$ cat config.mk
export PLATFORM = sky130hd
export DESIGN_NAME = tpsd_cell
export DESIGN_NICKNAME = d
export VERILOG_FILES = /design/src/rtl/core/tpsd_pkg.sv /design/src/rtl/core/tpsd_cell.sv
export SDC_FILE = /design/constraint.sdc
export NUM_CORES = 1
export LEC_CHECK = 0
export BUFFER_PORTS_ARGS = -buffer_cell sky130_fd_sc_hd__buf_2
export CAP_MARGIN = 15
export CORE_MARGIN = 2
export CORE_UTILIZATION = 35
export CTS_BUF_LIST = sky130_fd_sc_hd__clkbuf_16
export CTS_CLUSTER_SIZE = 16
export DETAILED_ROUTE_END_ITERATION = 8
export PLACE_DENSITY = 0.56
export RECOVER_POWER = 50
export SYNTH_ARGS = -nofsm -noshare
export SYNTH_HDL_FRONTEND = slang
export SYNTH_SLANG_ARGS = --single-unit
$ cat constraint.sdc
create_clock -name clock -period 6.06 [get_ports clock]
set_input_delay 0.909 -clock clock [delete_from_list [all_inputs] [get_ports clock]]
set_output_delay 0.909 -clock clock [all_outputs]
set_load 0.02 [all_outputs]
$ cat src/rtl/core/tpsd_pkg.sv
package tpsd_pkg;

   localparam int IDX_W = 12;
   localparam int CNT_W = 7;
   localparam int WGT_W = 11;
   localparam int CSR_W = 16;
   localparam int CSR_IDX_W = 3;

   localparam logic [7:0]  TCP_PROTO  = 8'd6;
   localparam int          ACK_BIT    = 4;
   localparam logic [15:0] PRIV_LIMIT = 16'd1024;
   localparam logic [WGT_W-1:0] WEIGHT_MAX = 11'd2047;

   localparam logic [3:0]  RST_WEIGHT_PRIV = 4'd3;
   localparam logic [3:0]  RST_WEIGHT_REG  = 4'd1;
   localparam logic [9:0]  RST_THRESHOLD   = 10'd21;
   localparam logic [15:0] RST_STALE       = 16'd3;

   typedef enum logic [CSR_IDX_W-1:0] {
      CSR_WEIGHT_PRIV = 3'd0,
      CSR_WEIGHT_REG  = 3'd1,
      CSR_THRESHOLD   = 3'd2,
      CSR_STALE       = 3'd3
   } csr_index_type;

   typedef enum logic [2:0] {
      ST_NOT_TCP  = 3'd0,
      ST_ACK_SKIP = 3'd1,
      ST_FULL     = 3'd2,
      ST_REPEAT   = 3'd3,
      ST_NEW_PORT = 3'd4,
      ST_ALERT    = 3'd5
   } status_type;

   typedef struct packed {
      logic              valid;
      logic              found;
      logic              port_hit;
      logic [IDX_W-1:0]  idx;
      logic [WGT_W-1:0]  weight;
      logic [CNT_W-1:0]  count;
      logic [31:0]       first;
      logic [7:0]        flags_or;
      logic [7:0]        flags_and;
      logic              old_any;
      logic [31:0]       old_time;
      logic [IDX_W-1:0]  old_idx;
   } token_type;

   typedef struct packed {
      logic              en;
      logic              init;
      logic              store;
      logic [IDX_W-1:0]  idx;
      logic [CNT_W-1:0]  pos;
      logic [CNT_W-1:0]  count;
      logic [WGT_W-1:0]  weight;
      logic [7:0]        flags_or;
      logic [7:0]        flags_and;
      logic [31:0]       addr;
      logic [31:0]       now;
      logic [15:0]       port;
   } wr_type;

endpackage

$ cat src/rtl/core/tpsd_cell.sv
module tpsd_cell #(
   parameter int INDEX = 0,
   parameter int PORTS_PER_HOST = 20
) (
   input  logic                 clock,
   input  logic                 reset,
   input  logic [31:0]          src_addr,
   input  logic [15:0]          dst_port,
   input  tpsd_pkg::token_type  tok_in,
   output tpsd_pkg::token_type  tok_out,
   input  tpsd_pkg::wr_type     wr
);
   localparam int CW = $clog2(PORTS_PER_HOST + 1);
   localparam int IW = (PORTS_PER_HOST > 1) ? $clog2(PORTS_PER_HOST) : 1;

   logic                    valid_ff;
   logic [31:0]             addr_ff;
   logic [31:0]             last_ff;
   logic [31:0]             first_ff;
   logic [CW-1:0]           count_ff;
   logic [tpsd_pkg::WGT_W-1:0] weight_ff;
   logic [7:0]              for_ff;
   logic [7:0]              fand_ff;
   logic [15:0]             ports_ff [PORTS_PER_HOST];
   tpsd_pkg::token_type     tok_ff;
   tpsd_pkg::token_type     tok_in_next;
   logic                    hit;
   logic                    sel;

   assign sel = wr.en && (wr.idx == tpsd_pkg::IDX_W'(INDEX));

   always_comb begin
      hit = 1'b0;
      for (int j = 0; j < PORTS_PER_HOST; j++) begin
         if ((CW'(j) < count_ff) && (ports_ff[j] == dst_port)) begin
            hit = 1'b1;
         end
      end
   end

   always_comb begin
      tok_in_next = tok_in;
      if (!tok_in.found && valid_ff && (addr_ff == src_addr)) begin
         tok_in_next.found     = 1'b1;
         tok_in_next.port_hit  = hit;
         tok_in_next.idx       = tpsd_pkg::IDX_W'(INDEX);
         tok_in_next.weight    = weight_ff;
         tok_in_next.count     = tpsd_pkg::CNT_W'(count_ff);
         tok_in_next.first     = first_ff;
         tok_in_next.flags_or  = for_ff;
         tok_in_next.flags_and = fand_ff;
      end
      if (valid_ff && (!tok_in.old_any || (last_ff < tok_in.old_time))) begin
         tok_in_next.old_any  = 1'b1;
         tok_in_next.old_time = last_ff;
         tok_in_next.old_idx  = tpsd_pkg::IDX_W'(INDEX);
      end
   end

   always_ff @(posedge clock) begin
      if (reset) begin
         valid_ff     <= 1'b0;
         tok_ff.valid <= 1'b0;
      end else begin
         tok_ff <= tok_in_next;
         if (sel) begin
            valid_ff <= 1'b1;
         end
      end
      if (sel) begin
         if (wr.init) begin
            addr_ff  <= wr.addr;
            first_ff <= wr.now;
         end
         last_ff   <= wr.now;
         count_ff  <= CW'(wr.count);
         weight_ff <= wr.weight;
         for_ff    <= wr.flags_or;
         fand_ff   <= wr.flags_and;
         if (wr.store) begin
            ports_ff[wr.pos[IW-1:0]] <= wr.port;
         end
      end
   end

   assign tok_out = tok_ff;

endmodule

Word-level counts from Yosys, hierarchy flattened

Memories as Yosys holds them, arrays and structs flattened.
Index checks and enable logic that the tools add are counted.

Register bits: 255
Input bits: 312
Memories kept: 1
ROM bits: 0
Memory bits (writable): 320
Latch bits: 0
Output and inout bits: 126

Reduce and logical (&&, ||, !) cells: 29
Add/subtract/negate cells: 0
Eq/ne operators: 21
Shifts and indexed selects: 0
Muxes and demuxes: 25
Multipliers: 0
Order comparisons: 21
Divide/modulo/power cells: 0
Bitwise gates (word level): 0

Memories:

| name     | depth | width | read ports | clocked after Yosys merged registers in | wr ports | RTL line        | source |
|---|---|---|---|---|---|---|---|
| ports_ff | 20    | 16    | 20         | 0                                       | 1        | tpsd_cell.sv:24 | `logic [15:0] ports_ff [PORTS_PER_HOST];` |

Operators with widths:

| kind                 | number |
|---|---|
| $eq A16 B16 Y1       | 20 |
| $mux W79             | 1 |
| $mux W44             | 1 |
| $lt A4 B5 Y1 const A | 8 |
| $eq A32 B32 Y1       | 1 |
| $lt A32 B32 Y1       | 1 |
| $logic_and A1 B1 Y1  | 24 |
| $mux W1              | 23 |
| $lt A3 B5 Y1 const A | 4 |
| $lt A5 B5 Y1 const A | 4 |
| $logic_not A12 Y1    | 1 |
| $lt A1 B5 Y1 const A | 2 |
| $lt A2 B5 Y1 const A | 2 |
| $logic_not A1 Y1     | 2 |
| $reduce_and A2 Y1    | 1 |
| $logic_or A1 B1 Y1   | 1 |

Longest topological paths before layout

An unclocked memory read counts as a cell.

Depth after elaboration: 24
Depth in mapped cells: 10
Depth with buffers taken out: 9

Worst setup path before layout

Ideal clock, no wire load.

Path type: input port to flip-flop
Start: input port wr[128] in the netlist's numbering
End: register addr_ff[0] (enable)
Stages: 4
Setup slack: 1,331 ps
Arrival: 4,301 ps
Path through: nor4b_1 nand4_1 inv_1 and2_1

Cells in the longest elaborated chain, start to end: 3

Ends and longest elaborated chain:

| what                        | RTL line        | source |
|---|---|---|
| start, declared             | tpsd_cell.sv:11 | `input tpsd_pkg::wr_type wr` |
| $logic_not A12 Y1           | tpsd_cell.sv:30 | `assign sel = wr.en && (wr.idx == tpsd_pkg::IDX_W'(INDEX));` |
| $logic_and A1 B1 Y1         | tpsd_cell.sv:30 |  |
| named net sel               | tpsd_cell.sv:28 | `logic sel;` |
| $reduce_and A2 Y1 (no line) | --              |  |
| end signal, assigned        | tpsd_cell.sv:72 | `addr_ff <= wr.addr;` |
| end, declared               | tpsd_cell.sv:17 | `logic [31:0] addr_ff;` |

The timed path passes the listed nets, and every way through them passes these cells.
A chain may end at the register's enable or synchronous reset.

==> flow_metrics.tcl <==
set metrics [dict create \
    status "complete, but fails checks" \
    violations "capacitance limit, slew limit" \
    synth_top_family_by_area "XOR/XNOR gates" \
    drt-met1-wl_um 28800 \
    finalNetCount 2235 \
    groute.usage.overall 0.197 \
    r2r_setup_slack_ns 2.77 \
    yosys.cell_types.count 47 \
    worst_path_most_repeated_cell "sky130_fd_sc_hd__o21ai_0" \
    post_cts_resized 0 \
    min_period_over_period 0.566 \
    critical_path_cell_sequence "buf_2 > xnor2_1 > nand4_1 > nor4_1 > o21ai_0 > o2111ai_1 > nor4b_1 > o21ai_0" \
    crit_arrival_ns 3.86 \
    clk_path_buf_depth 3 \
    crit_end_category "register" \
    hold_path_class "primary input to register" \
    count_of_final_hold_check_violations 0 \
    clock_sink_count 575 \
    multiInputGateArea_sq_um 6450 \
    worst_r2r_startpoint "last_ff[25]$_DFFE_PP_" \
    route.detailed.wl_per_inst_um 25.1 \
    die-area_sq_um 71100 \
    drt-pass1-iter-count 7 \
    tritoncts "done" \
    drc 0 \
    report.final.slew_viol_count 315 \
    synth-edff-count 573 \
    synth-simple-area-share 0.0513 \
    pin_count 438 \
    gp_routability_congestion 0.875 \
    synth_top_cell_area_share 0.713 \
    drv.max_cap_violation_count 15 \
    sequential_cell_area_sq_um 17200 \
    postSynthAreaPerCell_sq_um 17.1 \
    antenna_left 0 \
    grt_setup_unrepaired "no" \
    first_iter_violations 1282 \
    fin_skew_ns 0.0163 \
    reg2regPathDepth 9 \
    ys_seq_elements 575 \
    total_leakage_power_nw 10.5 \
    path_max_fanout 20 \
    post_syn_instances 1412 \
    netlist_top_cells_count "sky130_fd_sc_hd__edfxtp_1 (573), sky130_fd_sc_hd__xor2_1 (183), sky130_fd_sc_hd__xnor2_1 (169), sky130_fd_sc_hd__mux2_4 (63), sky130_fd_sc_hd__nor4_1 (54)" \
    number_of_antenna_violations_at_the_first_check_in_global_routing 28 \
    maxUsedRoutingLayer "met5" \
    largest_incremental_delay_on_the_critical_path_ns 1.02 \
    share_comb_of_total_power 0.066 \
    worst_setup_hold_path_clk_slew_ns 0.06 \
    synth_flop_cell "sky130_fd_sc_hd__edfxtp_1" \
    power.sequential.fraction 0.485 \
    clock_power_share 0.449 \
    post_synth_instance_area_sq_um 24100 \
    post_dp_cell_area_sq_um 27300 \
    die-height_um 267 \
    p_sw_frac 0.221 \
    finalCoreUtilization 0.430 \
    detailroute.wirelength.met2_um 34700 \
    post_route_cells_drive_above_1_share 0.260 \
    dp_hpwl_um 45700 \
    synthAdderAreaFrac 0.0161 \
    worstSkewPairLatency_ns 0.59 \
    post-layout-total-power_w 0.00922 \
    total_switching_power_w 0.00204 \
    flow.area_growth_from_synthesis_pct 22.0 \
    criticalPathCategory "primary input to register" \
    post-cts-setup-buffer-count 0 \
    worst-endpoint-required_ns 6.49 \
    wire_length_of_the_first_global_routing_pass_um 98900 \
    num_rows 96 \
    fillCellCount 6269 \
    globalRouteOverflowTotal 0 \
    tritoncts.num_buffers 67 \
    avgViaCountPerCell 4.92 \
    cts_hold_buf 0 \
    finalWorstPathRequiredPeriod_ns 3.43 \
    fmaxAchievable_ghz 0.292 \
    die_width_um 267 \
    met3RoutedLength_um 5810 \
    seq_area_frac_synth 0.715 \
    finalSetupViolCount 0 \
    synth.net_count 1755 \
    synth.most_common_cell "sky130_fd_sc_hd__edfxtp_1" \
    synth-compound-area-share 0.0162 \
    internal_power_w 0.00718 \
    h-tree-depth 3 \
    root_buffer "sky130_fd_sc_hd__clkbuf_16" \
    critPathCapture "tok_out[123]$_DFFE_PN_" \
    start_util 0.353 \
    hold_slack_ns 0.488 \
    first_global_vias 14040 \
    crit_path_top_delay_cell "sky130_fd_sc_hd__nor4_1" \
    timing.critical_path.from "dst_port[5]" \
    max_slew_margin -0.148 \
    routed-via-count 13953 \
    tns_ns 0 \
    synth_largest_area_cell "sky130_fd_sc_hd__edfxtp_1" \
    numPortBuffers 433 \
    vdd_ir_drop_max_mv 0.240 \
    pin_count_of_the_biggest_net_entering_global_routing 78 \
    synth.mux.area_fraction 0.0546 \
    final_design_area_no_fill_sq_um 29400 \
    cellPowerDensity_nw_per_um2 313 \
    tightest_slew_ns 1.72 \
    async_s_r_ff_share_synth 0 \
    setup.worst_path.start_class "primary input" \
    synth_xor_area_frac 0.128 \
    worstReg2RegEnd "tok_out[33]$_DFFE_PN_" \
    synth_area_leaders "sky130_fd_sc_hd__edfxtp_1 (71%), sky130_fd_sc_hd__xor2_1 (6.6%), sky130_fd_sc_hd__xnor2_1 (6.1%)" \
    yosysWarnings 0 \
    routed_wirelength_um 71200 \
    design.core.area_sq_um 68500 \
]
-- worst min path at each step --
stage,slack (ns),to,cells after the start,startpoint
floorplan,0.49,valid_ff$_SDFFE_PP0P_,1,valid_ff$_SDFFE_PP0P_
global placement,0.53,tok_out[100]$_DFFE_PN_,1,weight_ff[0]$_DFFE_PP_
detailed placement,0.53,tok_out[103]$_DFFE_PN_,1,weight_ff[3]$_DFFE_PP_
CTS,0.44,addr_ff[4]$_DFFE_PP_,1,wr[52]
global route,0.45,addr_ff[4]$_DFFE_PP_,1,wr[52]
finish,0.49,addr_ff[13]$_DFFE_PP_,1,wr[61]
-- through the flow --
stage / worst slack (ns) / instances
floorplan: 1.33 / 1412
global placement: 2.00 / 2694
detailed placement: 1.96 / 2696
CTS: 2.59 / 2818
global route: 2.52 / 2833
finish: 2.63 / 2837
-- flip-flops by register name, summed over array words and instances (netlist names) --
register,cells
addr_ff,32
count_ff,5
fand_ff,8
first_ff,32
for_ff,8
last_ff,32
ports_ff,320
tok_out,126
valid_ff,1
weight_ff,11
-- cells by family after synthesis --
kind of cell               count (synthesis)
AOI/OAI and AO/OA                         57
muxes                                     96
DFF                                      575
xor gates and xnor gates                 352
and+or+nand+nor                          216
adders and majority gates                 31
buffers and inverters                     85
-- layout by cell type, fill, tap and decap left out, drive strengths merged, types with 27 or more instances in the layout --
cell type | Yosys | final
and2 | 27 | 27
buf | 42 | 306
clkbuf | 10 | 228
edfxtp | 573 | 573
ha | 31 | 31
inv | 33 | 53
mux2 | 96 | 96
nand4 | 52 | 52
nor4 | 54 | 54
xnor2 | 169 | 169
xor2 | 183 | 183
-- critical path: cells and delay by family --
family	cells	cell delay (ns)
and+or+nand+nor	3	1.29
buffers and inverters	1	0.74
AOI/OAI and AO/OA	3	0.72
xor gates and xnor gates	1	0.19
-- final cells by class --
class | count | area share
sequential | 575 | 0.586
inverter | 33 | 0.00433
timing repair buffer | 463 | 0.0752
clock inverter | 51 | 0.0169
antenna | 10 | 0.000850
multi-input combinational | 752 | 0.219
clock buffer | 71 | 0.0603
tap | 882 | 0.0375
-- per-layer routing --
metal  vias to the layer above  track usage
li1                       6266            -
met1                      6957        0.247
met2                       572        0.334
met3                       142       0.0490
met4                        16       0.0609
met5                         -            0
-- power by group through the flow --
| stage | registers [W] | logic (W) | clock network [W] |
|---|---|---|---|
| finish | 0.00447 | 0.000611 | 0.00414 |
| global route | 0.00448 | 0.000655 | 0.00438 |
| CTS | 0.00447 | 0.000638 | 0.00423 |
| detailed placement | 0.00455 | 0.000635 | 0 |
| global placement | 0.00455 | 0.000629 | 0 |
| floorplan | 0.00465 | 0.000220 | 0 |
No activity file was read; power rests on OpenSTA's default activity.
